### src/rtl/core/mqw_pkg.sv
// shared constants for the message queue with priority waiter lists
package mqw_pkg;

  localparam int DEF_QUEUE_DEPTH       = 16;
  localparam int DEF_MAX_TASKS         = 16;
  localparam int DEF_MESSAGE_MAX_BYTES = 8;
  localparam int RES_LIMIT             = 16;

  localparam logic [2:0] FUNC_SEND    = 3'd0;
  localparam logic [2:0] FUNC_RECV    = 3'd1;
  localparam logic [2:0] FUNC_PEEK    = 3'd2;
  localparam logic [2:0] FUNC_REMOVE  = 3'd3;
  localparam logic [2:0] FUNC_FLUSH   = 3'd4;

  localparam logic [1:0] ST_OK      = 2'd0;
  localparam logic [1:0] ST_FULL    = 2'd1;
  localparam logic [1:0] ST_EMPTY   = 2'd2;
  localparam logic [1:0] ST_BLOCKED = 2'd3;

  localparam logic CFG_MSG_BYTES = 1'b0;
  localparam logic CFG_CAPACITY  = 1'b1;

  localparam logic [3:0] RST_MSG_BYTES = 4'd4;
  localparam logic [4:0] RST_CAPACITY  = 5'd16;

  localparam logic LIST_SEND = 1'b0;
  localparam logic LIST_RECV = 1'b1;

endpackage

### src/rtl/core/message_queue_with_priority_waiters.sv
// top level: rtos message queue with priority-sorted sender and receiver waiter lists
//
// channel  direction  handshake                 payload
// in_      input      start high, busy low      func, message, task, priorities, timeout, flags
// out_     output     out_valid strobe, 1 cycle status, message, woken task, requests, counts, last
// cfg_     input      cfg_we                    cfg_index selects register, cfg_wdata
//
// send that succeeds: result straight from S_EXEC; receive or peek goes through S_READ (one ram read)
// blocking call: walks the send list, the receive list, then the target list, one entry per cycle
// flush: one result per cycle per woken waiter, up to 16, except while the walk moves
// from the send list to the receive list
// busy stays high until the last result is registered; results cannot be stalled
// reset (synchronous, active low) empties the queue and both waiter lists
module message_queue_with_priority_waiters #(
  parameter int QUEUE_DEPTH       = mqw_pkg::DEF_QUEUE_DEPTH,
  parameter int MAX_TASKS         = mqw_pkg::DEF_MAX_TASKS,
  parameter int MESSAGE_MAX_BYTES = mqw_pkg::DEF_MESSAGE_MAX_BYTES
) (
  input  logic        clk,
  input  logic        rst_n,
  input  logic        start,
  output logic        busy,
  input  logic [2:0]  in_func,
  input  logic [63:0] in_message,
  input  logic [3:0]  in_task_id,
  input  logic [7:0]  in_task_priority,
  input  logic [15:0] in_timeout_ticks,
  input  logic        in_from_isr,
  input  logic [7:0]  in_running_priority,
  input  logic        in_running_active,
  input  logic        in_waiter_list,
  output logic        out_valid,
  output logic [1:0]  out_status,
  output logic [63:0] out_read_message,
  output logic        out_woken_valid,
  output logic [3:0]  out_woken_task,
  output logic        out_woken_timed_out,
  output logic        out_preempt_request,
  output logic        out_isr_switch_request,
  output logic [15:0] out_block_timeout,
  output logic [4:0]  out_fill_count,
  output logic [4:0]  out_free_spaces,
  output logic        out_last,
  input  logic        cfg_we,
  input  logic        cfg_index,
  input  logic [4:0]  cfg_wdata
);

  import mqw_pkg::*;

  localparam int PW     = QUEUE_DEPTH > 1 ? $clog2(QUEUE_DEPTH) : 1;
  localparam int IW     = $clog2(MAX_TASKS);
  localparam int CW     = $clog2(MAX_TASKS + 1);
  localparam int CAPMAX = QUEUE_DEPTH < 31 ? QUEUE_DEPTH : 31;

  localparam logic [2:0] S_IDLE  = 3'd0;
  localparam logic [2:0] S_EXEC  = 3'd1;
  localparam logic [2:0] S_READ  = 3'd2;
  localparam logic [2:0] S_DROP  = 3'd3;
  localparam logic [2:0] S_INS   = 3'd4;
  localparam logic [2:0] S_FLUSH = 3'd5;

  logic [2:0]    state_r, state_nxt;
  logic [3:0]    msg_bytes_r;
  logic [4:0]    cap_r;
  logic [PW-1:0] rp_r, rp_nxt, wp_r, wp_nxt;
  logic [4:0]    cnt_r, cnt_nxt;
  logic [3:0]    ids_r [2][MAX_TASKS];
  logic [7:0]    pri_r [2][MAX_TASKS];
  logic [CW-1:0] wcnt_r [2];
  logic [CW-1:0] idx_r, idx_nxt;
  logic          sel_r, sel_nxt;
  logic [4:0]    k_r, k_nxt, total_r, total_nxt;
  logic [1:0]    stat_r, stat_nxt;

  // latched transaction
  logic [2:0]  func_r;
  logic [63:0] msg_r;
  logic [3:0]  tid_r;
  logic [7:0]  tpri_r;
  logic [15:0] tmo_r;
  logic        isr_r, runact_r, wl_r;
  logic [7:0]  runp_r;

  logic        accept;
  logic [4:0]  cap_eff;
  logic [3:0]  bytes_eff;
  logic [63:0] mask;

  logic          ram_we, ram_re;
  logic [63:0]   ram_rdata;

  logic          do_rm, rm_sel, do_ins, wake, wake_sel;
  logic [IW-1:0] rm_pos, ins_pos;
  logic          clr_lists;
  logic [CW:0]   wsum;

  logic          emit, e_wv, e_wt_o, e_pre, e_isr, e_last;
  logic [1:0]    e_status;
  logic [63:0]   e_msg;
  logic [3:0]    e_wt;
  logic [15:0]   e_bt;
  logic [4:0]    e_free;

  assign accept = start && !busy;
  assign busy   = (state_r != S_IDLE);

  always_comb begin
    if (cap_r == 5'd0) begin
      cap_eff = 5'd1;
    end else if (int'(cap_r) > CAPMAX) begin
      cap_eff = 5'(CAPMAX);
    end else begin
      cap_eff = cap_r;
    end
    if (msg_bytes_r == 4'd0) begin
      bytes_eff = 4'd1;
    end else if (int'(msg_bytes_r) > MESSAGE_MAX_BYTES) begin
      bytes_eff = 4'(MESSAGE_MAX_BYTES);
    end else begin
      bytes_eff = msg_bytes_r;
    end
    for (int b = 0; b < 8; b++) begin
      mask[b*8 +: 8] = (b < int'(bytes_eff)) ? 8'hff : 8'h00;
    end
  end

  mqw_ram #(
    .WIDTH(64),
    .DEPTH(QUEUE_DEPTH)
  ) u_msg_ram (
    .clk  (clk),
    .we   (ram_we),
    .waddr(wp_r),
    .wdata(msg_r & mask),
    .re   (ram_re),
    .raddr(rp_r),
    .rdata(ram_rdata)
  );

  assign wsum = {1'b0, wcnt_r[0]} + {1'b0, wcnt_r[1]};

  always_comb begin
    state_nxt = state_r;
    rp_nxt    = rp_r;
    wp_nxt    = wp_r;
    cnt_nxt   = cnt_r;
    idx_nxt   = idx_r;
    sel_nxt   = sel_r;
    k_nxt     = k_r;
    total_nxt = total_r;
    stat_nxt  = stat_r;
    ram_we    = 1'b0;
    ram_re    = 1'b0;
    do_rm     = 1'b0;
    rm_sel    = sel_r;
    rm_pos    = idx_r[IW-1:0];
    do_ins    = 1'b0;
    ins_pos   = idx_r[IW-1:0];
    clr_lists = 1'b0;
    wake      = 1'b0;
    wake_sel  = LIST_RECV;
    emit      = 1'b0;
    e_status  = ST_OK;
    e_msg     = '0;
    e_wv      = 1'b0;
    e_wt      = '0;
    e_wt_o    = 1'b0;
    e_pre     = 1'b0;
    e_isr     = 1'b0;
    e_bt      = '0;
    e_last    = 1'b1;

    case (state_r)
      S_IDLE: begin
        if (accept) begin
          state_nxt = S_EXEC;
        end
      end
      S_EXEC: begin
        idx_nxt = '0;
        case (func_r)
          FUNC_SEND: begin
            if (cnt_r < cap_eff) begin
              ram_we    = 1'b1;
              wp_nxt    = (int'(wp_r) + 1 >= int'(cap_eff)) ? '0 : PW'(int'(wp_r) + 1);
              cnt_nxt   = cnt_r + 5'd1;
              wake      = 1'b1;
              wake_sel  = LIST_RECV;
              emit      = 1'b1;
              state_nxt = S_IDLE;
            end else if (tmo_r != '0 && !isr_r) begin
              stat_nxt  = ST_FULL;
              sel_nxt   = LIST_SEND;
              state_nxt = S_DROP;
            end else begin
              e_status  = ST_FULL;
              emit      = 1'b1;
              state_nxt = S_IDLE;
            end
          end
          FUNC_RECV: begin
            if (cnt_r != 5'd0) begin
              ram_re    = 1'b1;
              state_nxt = S_READ;
            end else if (tmo_r != '0 && !isr_r) begin
              stat_nxt  = ST_EMPTY;
              sel_nxt   = LIST_SEND;
              state_nxt = S_DROP;
            end else begin
              e_status  = ST_EMPTY;
              emit      = 1'b1;
              state_nxt = S_IDLE;
            end
          end
          FUNC_PEEK: begin
            if (cnt_r != 5'd0) begin
              ram_re    = 1'b1;
              state_nxt = S_READ;
            end else begin
              e_status  = ST_EMPTY;
              emit      = 1'b1;
              state_nxt = S_IDLE;
            end
          end
          FUNC_REMOVE: begin
            stat_nxt  = ST_OK;
            sel_nxt   = wl_r;
            state_nxt = S_DROP;
          end
          FUNC_FLUSH: begin
            cnt_nxt = '0;
            rp_nxt  = '0;
            wp_nxt  = '0;
            total_nxt = (int'(wsum) > RES_LIMIT) ? 5'(RES_LIMIT) : 5'(wsum);
            k_nxt   = '0;
            sel_nxt = LIST_SEND;
            if (wsum == '0) begin
              emit      = 1'b1;
              state_nxt = S_IDLE;
            end else begin
              state_nxt = S_FLUSH;
            end
          end
          default: begin
            emit      = 1'b1;
            state_nxt = S_IDLE;
          end
        endcase
      end
      S_READ: begin
        e_msg     = ram_rdata & mask;
        emit      = 1'b1;
        state_nxt = S_IDLE;
        if (func_r == FUNC_RECV) begin
          rp_nxt   = (int'(rp_r) + 1 >= int'(cap_eff)) ? '0 : PW'(int'(rp_r) + 1);
          cnt_nxt  = cnt_r - 5'd1;
          wake     = 1'b1;
          wake_sel = LIST_SEND;
        end
      end
      S_DROP: begin
        // walk one entry per cycle looking for the task id
        if (idx_r == wcnt_r[sel_r] || ids_r[sel_r][idx_r[IW-1:0]] == tid_r) begin
          if (idx_r != wcnt_r[sel_r]) begin
            do_rm = 1'b1;
          end
          idx_nxt = '0;
          if (func_r == FUNC_REMOVE) begin
            emit      = 1'b1;
            state_nxt = S_IDLE;
          end else if (sel_r == LIST_SEND) begin
            sel_nxt = LIST_RECV;
          end else begin
            sel_nxt   = (func_r == FUNC_SEND) ? LIST_SEND : LIST_RECV;
            state_nxt = S_INS;
          end
        end else begin
          idx_nxt = idx_r + CW'(1);
        end
      end
      S_INS: begin
        if (int'(wcnt_r[sel_r]) >= MAX_TASKS) begin
          e_status  = stat_r;
          emit      = 1'b1;
          state_nxt = S_IDLE;
        end else if (idx_r == wcnt_r[sel_r] || pri_r[sel_r][idx_r[IW-1:0]] > tpri_r) begin
          do_ins    = 1'b1;
          e_status  = ST_BLOCKED;
          e_bt      = tmo_r;
          emit      = 1'b1;
          state_nxt = S_IDLE;
        end else begin
          idx_nxt = idx_r + CW'(1);
        end
      end
      S_FLUSH: begin
        if (idx_r < wcnt_r[sel_r]) begin
          emit    = 1'b1;
          e_wv    = 1'b1;
          e_wt_o  = 1'b1;
          e_wt    = ids_r[sel_r][idx_r[IW-1:0]];
          e_last  = (k_r + 5'd1 == total_r);
          k_nxt   = k_r + 5'd1;
          idx_nxt = idx_r + CW'(1);
          if (e_last) begin
            clr_lists = 1'b1;
            state_nxt = S_IDLE;
          end
        end else begin
          sel_nxt = LIST_RECV;
          idx_nxt = '0;
        end
      end
      default: begin
        state_nxt = S_IDLE;
      end
    endcase

    // wake the head of the opposite list
    if (wake && wcnt_r[wake_sel] != '0) begin
      e_wv   = 1'b1;
      e_wt   = ids_r[wake_sel][0];
      e_isr  = isr_r;
      e_pre  = !isr_r && runact_r && (pri_r[wake_sel][0] < runp_r);
      do_rm  = 1'b1;
      rm_sel = wake_sel;
      rm_pos = '0;
    end

    e_free = (cnt_nxt >= cap_eff) ? 5'd0 : cap_eff - cnt_nxt;
  end

  always_ff @(posedge clk) begin
    if (!rst_n) begin
      state_r     <= S_IDLE;
      msg_bytes_r <= RST_MSG_BYTES;
      cap_r       <= RST_CAPACITY;
      rp_r        <= '0;
      wp_r        <= '0;
      cnt_r       <= '0;
      wcnt_r[0]   <= '0;
      wcnt_r[1]   <= '0;
      out_valid   <= 1'b0;
    end else begin
      state_r   <= state_nxt;
      rp_r      <= rp_nxt;
      wp_r      <= wp_nxt;
      cnt_r     <= cnt_nxt;
      out_valid <= emit;
      if (cfg_we) begin
        if (cfg_index == CFG_MSG_BYTES) begin
          msg_bytes_r <= cfg_wdata[3:0];
        end else begin
          cap_r <= cfg_wdata;
        end
      end
      if (clr_lists) begin
        wcnt_r[0] <= '0;
        wcnt_r[1] <= '0;
      end else if (do_rm) begin
        wcnt_r[rm_sel] <= wcnt_r[rm_sel] - CW'(1);
      end else if (do_ins) begin
        wcnt_r[sel_r] <= wcnt_r[sel_r] + CW'(1);
      end
    end
  end

  always_ff @(posedge clk) begin
    idx_r   <= idx_nxt;
    sel_r   <= sel_nxt;
    k_r     <= k_nxt;
    total_r <= total_nxt;
    stat_r  <= stat_nxt;
    if (accept) begin
      func_r   <= in_func;
      msg_r    <= in_message;
      tid_r    <= in_task_id;
      tpri_r   <= in_task_priority;
      tmo_r    <= in_timeout_ticks;
      isr_r    <= in_from_isr;
      runp_r   <= in_running_priority;
      runact_r <= in_running_active;
      wl_r     <= in_waiter_list;
    end
    if (do_rm) begin
      for (int j = 0; j < MAX_TASKS - 1; j++) begin
        if (IW'(j) >= rm_pos) begin
          ids_r[rm_sel][j] <= ids_r[rm_sel][j+1];
          pri_r[rm_sel][j] <= pri_r[rm_sel][j+1];
        end
      end
    end else if (do_ins) begin
      for (int j = 1; j < MAX_TASKS; j++) begin
        if (IW'(j) > ins_pos) begin
          ids_r[sel_r][j] <= ids_r[sel_r][j-1];
          pri_r[sel_r][j] <= pri_r[sel_r][j-1];
        end
      end
      ids_r[sel_r][ins_pos] <= tid_r;
      pri_r[sel_r][ins_pos] <= tpri_r;
    end
    out_status             <= e_status;
    out_read_message       <= e_msg;
    out_woken_valid        <= e_wv;
    out_woken_task         <= e_wt;
    out_woken_timed_out    <= e_wt_o;
    out_preempt_request    <= e_pre;
    out_isr_switch_request <= e_isr;
    out_block_timeout      <= e_bt;
    out_fill_count         <= cnt_nxt;
    out_free_spaces        <= e_free;
    out_last               <= e_last;
  end

`ifndef SYNTHESIS
  a_accept_busy: assert property (@(posedge clk) disable iff (!rst_n)
    start && !busy |=> busy)
    else $error("accepted transaction did not raise busy");

  a_req_excl: assert property (@(posedge clk) disable iff (!rst_n)
    out_valid |-> !(out_preempt_request && out_isr_switch_request))
    else $error("preempt and isr switch raised together");

  a_block_tmo: assert property (@(posedge clk) disable iff (!rst_n)
    out_valid && out_status == ST_BLOCKED |-> out_block_timeout != 16'd0)
    else $error("blocked caller with zero timeout");

  a_fill_cap: assert property (@(posedge clk) disable iff (!rst_n)
    state_r == S_IDLE |-> cnt_r <= 5'(CAPMAX))
    else $error("message count beyond queue depth");
`endif

endmodule

### src/rtl/core/mqw_ram.sv
// generic single-port-write ram with registered read
module mqw_ram #(
  parameter int WIDTH = 64,
  parameter int DEPTH = 16
) (
  input  logic                                  clk,
  input  logic                                  we,
  input  logic [(DEPTH > 1 ? $clog2(DEPTH) : 1)-1:0] waddr,
  input  logic [WIDTH-1:0]                      wdata,
  input  logic                                  re,
  input  logic [(DEPTH > 1 ? $clog2(DEPTH) : 1)-1:0] raddr,
  output logic [WIDTH-1:0]                      rdata
);

  logic [WIDTH-1:0] mem [DEPTH];

  always_ff @(posedge clk) begin
    if (we) begin
      mem[waddr] <= wdata;
    end
    if (re) begin
      rdata <= mem[raddr];
    end
  end

endmodule

### config.mk
export PLATFORM = sky130hd
export DESIGN_NAME = message_queue_with_priority_waiters
export DESIGN_NICKNAME = d
export VERILOG_FILES = /design/src/rtl/core/mqw_pkg.sv /design/src/rtl/core/message_queue_with_priority_waiters.sv /design/src/rtl/core/mqw_ram.sv
export SDC_FILE = /design/constraint.sdc
export NUM_CORES = 2
export LEC_CHECK = 0
export ABC_AREA = 1
export BUFFER_PORTS_ARGS = -buffer_cell sky130_fd_sc_hd__buf_2
export CAP_MARGIN = 20
export CORE_UTILIZATION = 45
export CTS_BUF_LIST = sky130_fd_sc_hd__clkbuf_2 sky130_fd_sc_hd__clkbuf_4 sky130_fd_sc_hd__clkbuf_8
export CTS_CLUSTER_DIAMETER = 80
export DETAILED_ROUTE_END_ITERATION = 7
export HOLD_SLACK_MARGIN = 0.1
export PLACE_DENSITY = 0.69
export SLEW_MARGIN = 25
export SYNTH_ARGS = -nofsm -noshare
export SYNTH_HDL_FRONTEND = slang
export SYNTH_SLANG_ARGS = --single-unit
export TNS_END_PERCENT = 1
### constraint.sdc
create_clock -name clk -period 17.45 [get_ports clk]
set_input_delay 3.49 -clock clk [delete_from_list [all_inputs] [get_ports clk]]
set_output_delay 3.49 -clock clk [all_outputs]
set_load 0.1 [all_outputs]
After elaboration in Yosys (flattened, before gate mapping) --
Memory sizes are Yosys's and may differ from the RTL's. A register that Yosys moved wholly into a read port is not among the register bits. Cells that the tools add are included.
Operators by class: bitwise operators 188, reductions and logical operators 42, $lt $le $gt $ge 51, muxes and demuxes 436, eq/ne operators 33, $add $sub $neg 10
Operators by type and width (number):
- $mux W128 | 3
- $mux W1 | 349
- $mux W64 | 3
- $or A1 B1 Y1 | 182
- $and A64 B64 Y64 | 2
- $reduce_or A128 Y1 | 1
- $mux W8 | 11
- $mux W5 | 14
- $ge A32 B6 Y1 | 2
- $reduce_or A64 Y1 | 1
- $mux W4 | 14
- $bmux W8 S4 | 1
- $demux W8 S4 | 1
- $gt A4 B4 Y1 const A | 8
- $mux W3 | 10
- $ne A2 B2 Y1 const B | 15
- $pmux W3 S5 | 2
- $pmux W5 S2 | 3
- $ge A4 B4 Y1 const A | 7
- $mux W2 | 12
- $add A5 B1 Y5 const B | 4
- $pmux W5 S4 | 1
- $bmux W4 S4 | 1
- $demux W4 S4 | 1
- 58 further kinds | 112
Word-level totals: memories kept 4, output and inout bits 103, bits of input ports 116, word-level logic and storage cells 796, register bits 251, bits in writable memories 1418
Memories:
- u_msg_ram.mem | words 16, bits a word 64, rd ports 1, clocked after Yosys merged registers in 1, wr ports 1, line mqw_ram.sv:15 | logic [WIDTH-1:0] mem [DEPTH];
- pri_r | words 2, bits a word 128, rd ports 3, clocked after Yosys merged registers in 1, wr ports 1, line message_queue_with_priority_waiters.sv:69 | logic [7:0] pri_r [2][MAX_TASKS];
- ids_r | words 2, bits a word 64, rd ports 3, clocked after Yosys merged registers in 1, wr ports 1, line message_queue_with_priority_waiters.sv:68 | logic [3:0] ids_r [2][MAX_TASKS];
- wcnt_r | words 2, bits a word 5, rd ports 5, clocked after Yosys merged registers in 1, wr ports 2, line message_queue_with_priority_waiters.sv:70 | logic [CW-1:0] wcnt_r [2];

Logic depth before layout (Yosys ltp) --
word-level depth 16, depth in mapped cells 28, depth with buffers taken out 28

By module --
Synthesis repeated with hierarchy kept, for this count alone.
Second synthesis, totals: cell total of the unflattened synthesis 7724, area, all modules 77769.6 µm²
By module, submodules not included:
- mqw_ram | sequential area each 32671.3 µm², instances 1, area an instance 45926.5 µm², cells an instance 4210
- message_queue_with_priority_waiters | sequential area each 18117.4 µm², instances 1, area an instance 31843.0 µm², cells an instance 3514

Worst setup path before layout --
OpenSTA, ideal clock, no wires.
kind in2reg, start point input start, end point register func_r[0] (enable), setup time 0.571 ns, cell stages on the path 2, slack 8.978 ns, data arrival time 7.902 ns, path through inv_1 -> nor2_1
On the way: cells in the longest elaborated chain, start to end 1
Ends and longest elaborated chain:
- from (decl) | line message_queue_with_priority_waiters.sv:21 | input logic start,
- $logic_and A1 B1 Y1 | line message_queue_with_priority_waiters.sv:105 | assign accept = start && !busy;
- named net accept | line message_queue_with_priority_waiters.sv:85 | logic accept;
- to (signal assigned) | line message_queue_with_priority_waiters.sv:376 | func_r <= in_func;
- to (decl) | line message_queue_with_priority_waiters.sv:77 | logic [2:0] func_r;
The timed path passes the listed nets, and every way through them passes these cells. A chain may end at the register's enable or synchronous reset.

Worst setup path after layout --
start point register idx_r[0], end point memory ids_r[1][24] in the netlist's numbering (enable)
On the way: cells in the longest elaborated chain, start to end 15, elaborated cells on any way between the ends 171
Ends and longest elaborated chain:
- from (decl) | line message_queue_with_priority_waiters.sv:71 | logic [CW-1:0] idx_r, idx_nxt;
- from (signal assigned) | line message_queue_with_priority_waiters.sv:370 | idx_r <= idx_nxt;
- $not A4 Y5 (implied by the code) | line message_queue_with_priority_waiters.sv:264, message_queue_with_priority_waiters.sv:287, message_queue_with_priority_waiters.sv:400
- $bmux W8 S4 | line message_queue_with_priority_waiters.sv:287 | end else if (idx_r == wcnt_r[sel_r] || pri_r[sel_r][idx_r[IW-1:0]] > tpri_r) begin
- $mux W8 (implied by the code) (2 in series) | line message_queue_with_priority_waiters.sv:287
- $gt A8 B8 Y1 | line message_queue_with_priority_waiters.sv:287
- $logic_or A1 B1 Y1 | line message_queue_with_priority_waiters.sv:287
- $mux W1 | line message_queue_with_priority_waiters.sv:287
- $mux W1 | line message_queue_with_priority_waiters.sv:283 | if (int'(wcnt_r[sel_r]) >= MAX_TASKS) begin
- $mux W1 | line message_queue_with_priority_waiters.sv:174 | case (state_r)
- $mux W1 | line message_queue_with_priority_waiters.sv:393 | end else if (do_ins) begin
- $mux W1 | line message_queue_with_priority_waiters.sv:386 | if (do_rm) begin
- $mux W1 (implied by the code) / $mux W64 (equally long branches) | line message_queue_with_priority_waiters.sv:396, message_queue_with_priority_waiters.sv:400
- $or A1 B1 Y1 (no line)
- $reduce_or A64 Y1 (no line)
- $mux W1 (no line) / $mux W64 (equally long branches)
- to (decl) | line message_queue_with_priority_waiters.sv:68
Several ways; a longest one is shown, not always the timed one. The select of a mux whose other input is x is not followed.

==> key figures <==
Power and ir drop
  – Peak VDD IR: 102 uV
  – Cell Pwr Density: 117 mW/mm^2
  – Reg power frac: 0.495
  – Lkg Pwr: 29.6 nW
  – Int Pwr: 6.98 mW
  – Switching portion of total power: 0.277
  – Net Sw Power: 2.67 mW
  – Clock power frac: 0.370
  – Logic pwr share: 0.135
  – Total power draw: 9.64 mW

Synth
  – Post-synth EDFFs: 1606
  – Seq/Total Area, Yosys: 0.691
  – Post-Synth Simple-Gate Area: 0.130
  – Largest family of logic cells by synthesized area: simple AND/OR/NAND/NOR gates
  – Synth Area in XOR/XNOR: 0.00238
  – Number of distinct library cells after synthesis: 51
  – Post-Synthesis Net Count: 6431
  – FFs w/ async S/R, synth: 0
  – Synthesized flop and latch total: 1734
  – Avg Cell Area, Syn: 11.8 um^2
  – Gate Count Post-Synth: 6254
  – Synth Area in Compound Gates: 0.0971
  – Cell Area, Synth: 0.0735 mm^2
  – Yosys warns: 0
  – Multiplexer area fraction after synthesis: 0.0334
  – Post-Synth Adder-Cell Area: 0.0106
  – Most used flip-flop cell after synthesis: edfxtp_1

Critical path
  – CP max-delay cell: nand3_1
  – CP arrival: 9.08 ns
  – CP max stage delay: 0.95 ns
  – Worst setup SP type: register
  – WP data required: 18.13 ns
  – R2R setup slack: 9.05 ns
  – Crit path max fanout: 87
  – CP cell instances: inv_2 > buf_4 > nor2_4 > inv_1 > a21oi_1 > o41ai_1 > o21ai_0 > ha_1 > nand2_1 > nor2_1 > a21o_1 > o21ai_0 > nand2_1 > nand3_4 > inv_4 > buf_4 > nand3_1 > nand3_1 > nand2_1 > nor2_1 > buf_4
  – Nature of the critical path endpoint: register
  – CP Class: reg2reg
  – FF-to-FF path depth: 21

Cells and area
  – Most frequent cells in the layout: 1606 x edfxtp_1, 1371 x nand2_1, 593 x nor2_1
  – Commonest non-fill, non-tap cell in the layout: edfxtp_1
  – Layout Cells excl Fill: 8869
  – Fill cell count: 13816
  – Share of cells above drive strength 1: 0.129
  – Util after Layout: 0.512
  – Footprint of the multi-input gates: 0.0203 mm^2
  – Fin nets: 6673
  – Syn-to-layout area delta: 12.3%
  – Fin area: 0.0826 mm^2
  – Storage element area: 0.0508 mm^2

Clock tree
  – H-tree levels: 5
  – Clock buffer depth: 4
  – TritonCTS buffer count: 301
  – Num Clock Sinks: 1734
  – Clock root buffer: clkbuf_8
  – Postcts setup bufs: 0
  – Gates resized, CTS repair: 0
  – Hold buffers post-CTS: 0
  – Clk Latency, worst-skew pair: 1.04 ns
  – Reg clk slew, reported paths: 0.06 ns
  – TritonCTS clock tree: yes

Floorplan
  – Initial Util: 0.456
  – Io pins: 219
  – Core box area: 0.161 mm^2
  – Die width: 406 um
  – Overall die height: 406 um
  – Row count: 147
  – Die area: 0.165 mm^2

Placed design
  – Count of input and output buffers: 218
  – DP Worst Slack: 9.41 ns
  – Placed Cells: 8352
  – Placer congestion estimate: 0.942
  – Area post-placement: 0.0768 mm^2
  – Post-DP HPWL: 119 mm

Run
  – Max_cap viols: 0

Detailed routing
  – Via count: 51720
  – Drc violations: 0
  – DR pass1 iterations: 7
  – Drt initial violations: 7041
  – DRT Wirelength: 208 mm
  – Antenna-violating nets left: 0
  – Via/cell ratio: 5.83
  – Wire per inst: 23.5 um

STA
  – RSZ-0062 raised after global routing: no
  – Min cycle time layout: 8.40 ns
  – Post-Route Skew: 0.0971 ns
  – Least-Margin Pin Slew: 1.09 ns
  – Hold_ws: 0.440 ns
  – Final setup fails: 0
  – Fin. max-slew vios: 0
  – Fin. Hold Viols: 0
  – Fmax: 119 MHz
  – Worst setup margin: 9.05 ns
  – Final setup TNS: 0 ns
  – Slew margin rel.: 0.277
  – Fraction of the cycle the final worst path needs: 0.481

Global routing
  – GRT overflow: 0
  – First-pass GRT wire length: 305 mm
  – Met1 usage: 0.342
  – Vias in the first global route: 49335
  – Gr busiest metal: met2
  – GRT Util Overall: 0.247
  – Pin count of the biggest net entering global routing: 253
  – Met2 Usage GRT: 0.379
  – GR Util met3: 0.0499
  – Antenna violations before repair: 13

Min path
  – Min-Delay Path Class: reg2reg
  – Hold Crit Depth: 2

Status
  – Status: complete, no violations
[cell type report]
type,instances,area share
Sequential cell,1734,0.615
Multi-Input combinational cell,3848,0.246
Clock buffer,424,0.0629
Tap cell,2160,0.0327
Timing Repair Buffer,334,0.0242
Inverter,277,0.0129
Clock inverter,87,0.00597
Antenna cell,5,0.000152
[worst max-delay path: cells and delay by family (launching register included)]
kind | cells | cell delay [ns]
compound gates | 5 | 1.40
fa+ha+maj | 1 | 0.33
buf+inv | 6 | 3.34
flops | 1 | 0.40
simple gates | 9 | 2.47
[power by group through the flow]
stage / combinational (mW) / sequential (mW) / clock, mW
after floorplan: 0.781 / 4.90 / 0
after global placement: 1.25 / 4.85 / 0
after detailed placement: 1.27 / 4.86 / 0
after CTS: 1.27 / 4.77 / 3.63
after global routing: 1.40 / 4.78 / 3.80
final: 1.30 / 4.77 / 3.57
[per-layer routing]
| layer | part of all wire | routed length, um | vias up |
|---|---|---|---|
| met5 | 0.00043 | 90 | - |
| met4 | 0.038 | 7830 | 10 |
| met3 | 0.10 | 21500 | 540 |
| met2 | 0.45 | 94600 | 3004 |
| met1 | 0.40 | 84100 | 25112 |
| li1 | - | - | 23054 |
[synth_stat cells (2+ instances only)]
cell type  instances  share of area
a211oi_1           6        0.00061
a21boi_0           2        0.00020
a21oi_1          128         0.0087
a221o_1            2        0.00027
a221oi_1           6        0.00071
a22oi_1           64         0.0065
a31oi_1            9        0.00077
a41oi_1            2        0.00024
buf_1             38         0.0019
buf_2             64         0.0044
buf_4              7        0.00071
clkbuf_1         285          0.015
clkinv_1           3        0.00015
dfxtp_1          128          0.035
edfxtp_1        1606           0.66
fa_1               2        0.00054
ha_1              59          0.010
inv_1            268          0.014
inv_2              6        0.00031
mux2i_1          245          0.033
nand2_1         1371          0.070
nand3_1          331          0.023
nand3b_1           2        0.00020
nand4_1           15         0.0013
nor2_1           616          0.031
nor2_2             3        0.00026
nor3_1            33         0.0022
nor3_2             2        0.00027
o2111ai_1          4        0.00048
o211a_1            4        0.00054
o211ai_1          74         0.0076
o21a_1             3        0.00031
o21ai_0          537          0.037
o21ai_1            7        0.00048
o221ai_1         225          0.027
o22ai_1           26         0.0022
o31ai_1            3        0.00031
o32ai_1           25         0.0030
o41ai_1            4        0.00048
or2_2             10        0.00085
xnor2_1            6        0.00071
xor2_1            14         0.0017
[final timing paths]
kind | from | end
setup / recovery | idx_r[0]$_DFFE_PP_ | ids_r[1][24]$_DFFE_PP_
hold / removal | tmo_r[10]$_DFFE_PP_ | out_block_timeout[10]$_SDFF_PP0_
setup reg to reg | idx_r[0]$_DFFE_PP_ | ids_r[1][24]$_DFFE_PP_
hold reg to reg | tmo_r[10]$_DFFE_PP_ | out_block_timeout[10]$_SDFF_PP0_
[state kept, by name, indices dropped and copies added (netlist names), 4 cells and up, named ones only]
name / count
out_fill_count: 5
ids_r: 128
rp_r: 4
msg_r: 64
pri_r: 256
out_block_timeout: 16
cnt_r: 5
out_free_spaces: 5
tpri_r: 8
total_r: 5
cap_r: 5
out_read_message: 64
tmo_r: 16
wp_r: 4
tid_r: 4
out_woken_task: 4
u_msg_ram.rdata: 64
idx_r: 5
wcnt_r: 10
msg_bytes_r: 4
k_r: 5
u_msg_ram.mem: 1024
runp_r: 8
[cells by family after synthesis]
group                    count (synthesis)
AND/OR/NAND/NOR                       2388
flip-flops                            1734
AO/OA/AOI/OAI                         1134
buffers and inverters                  672
multiplexers                           245
adder cells (fa/ha/maj)                 61
XOR/XNOR                                20
Note: power is estimated with default switching activity, not from simulation.
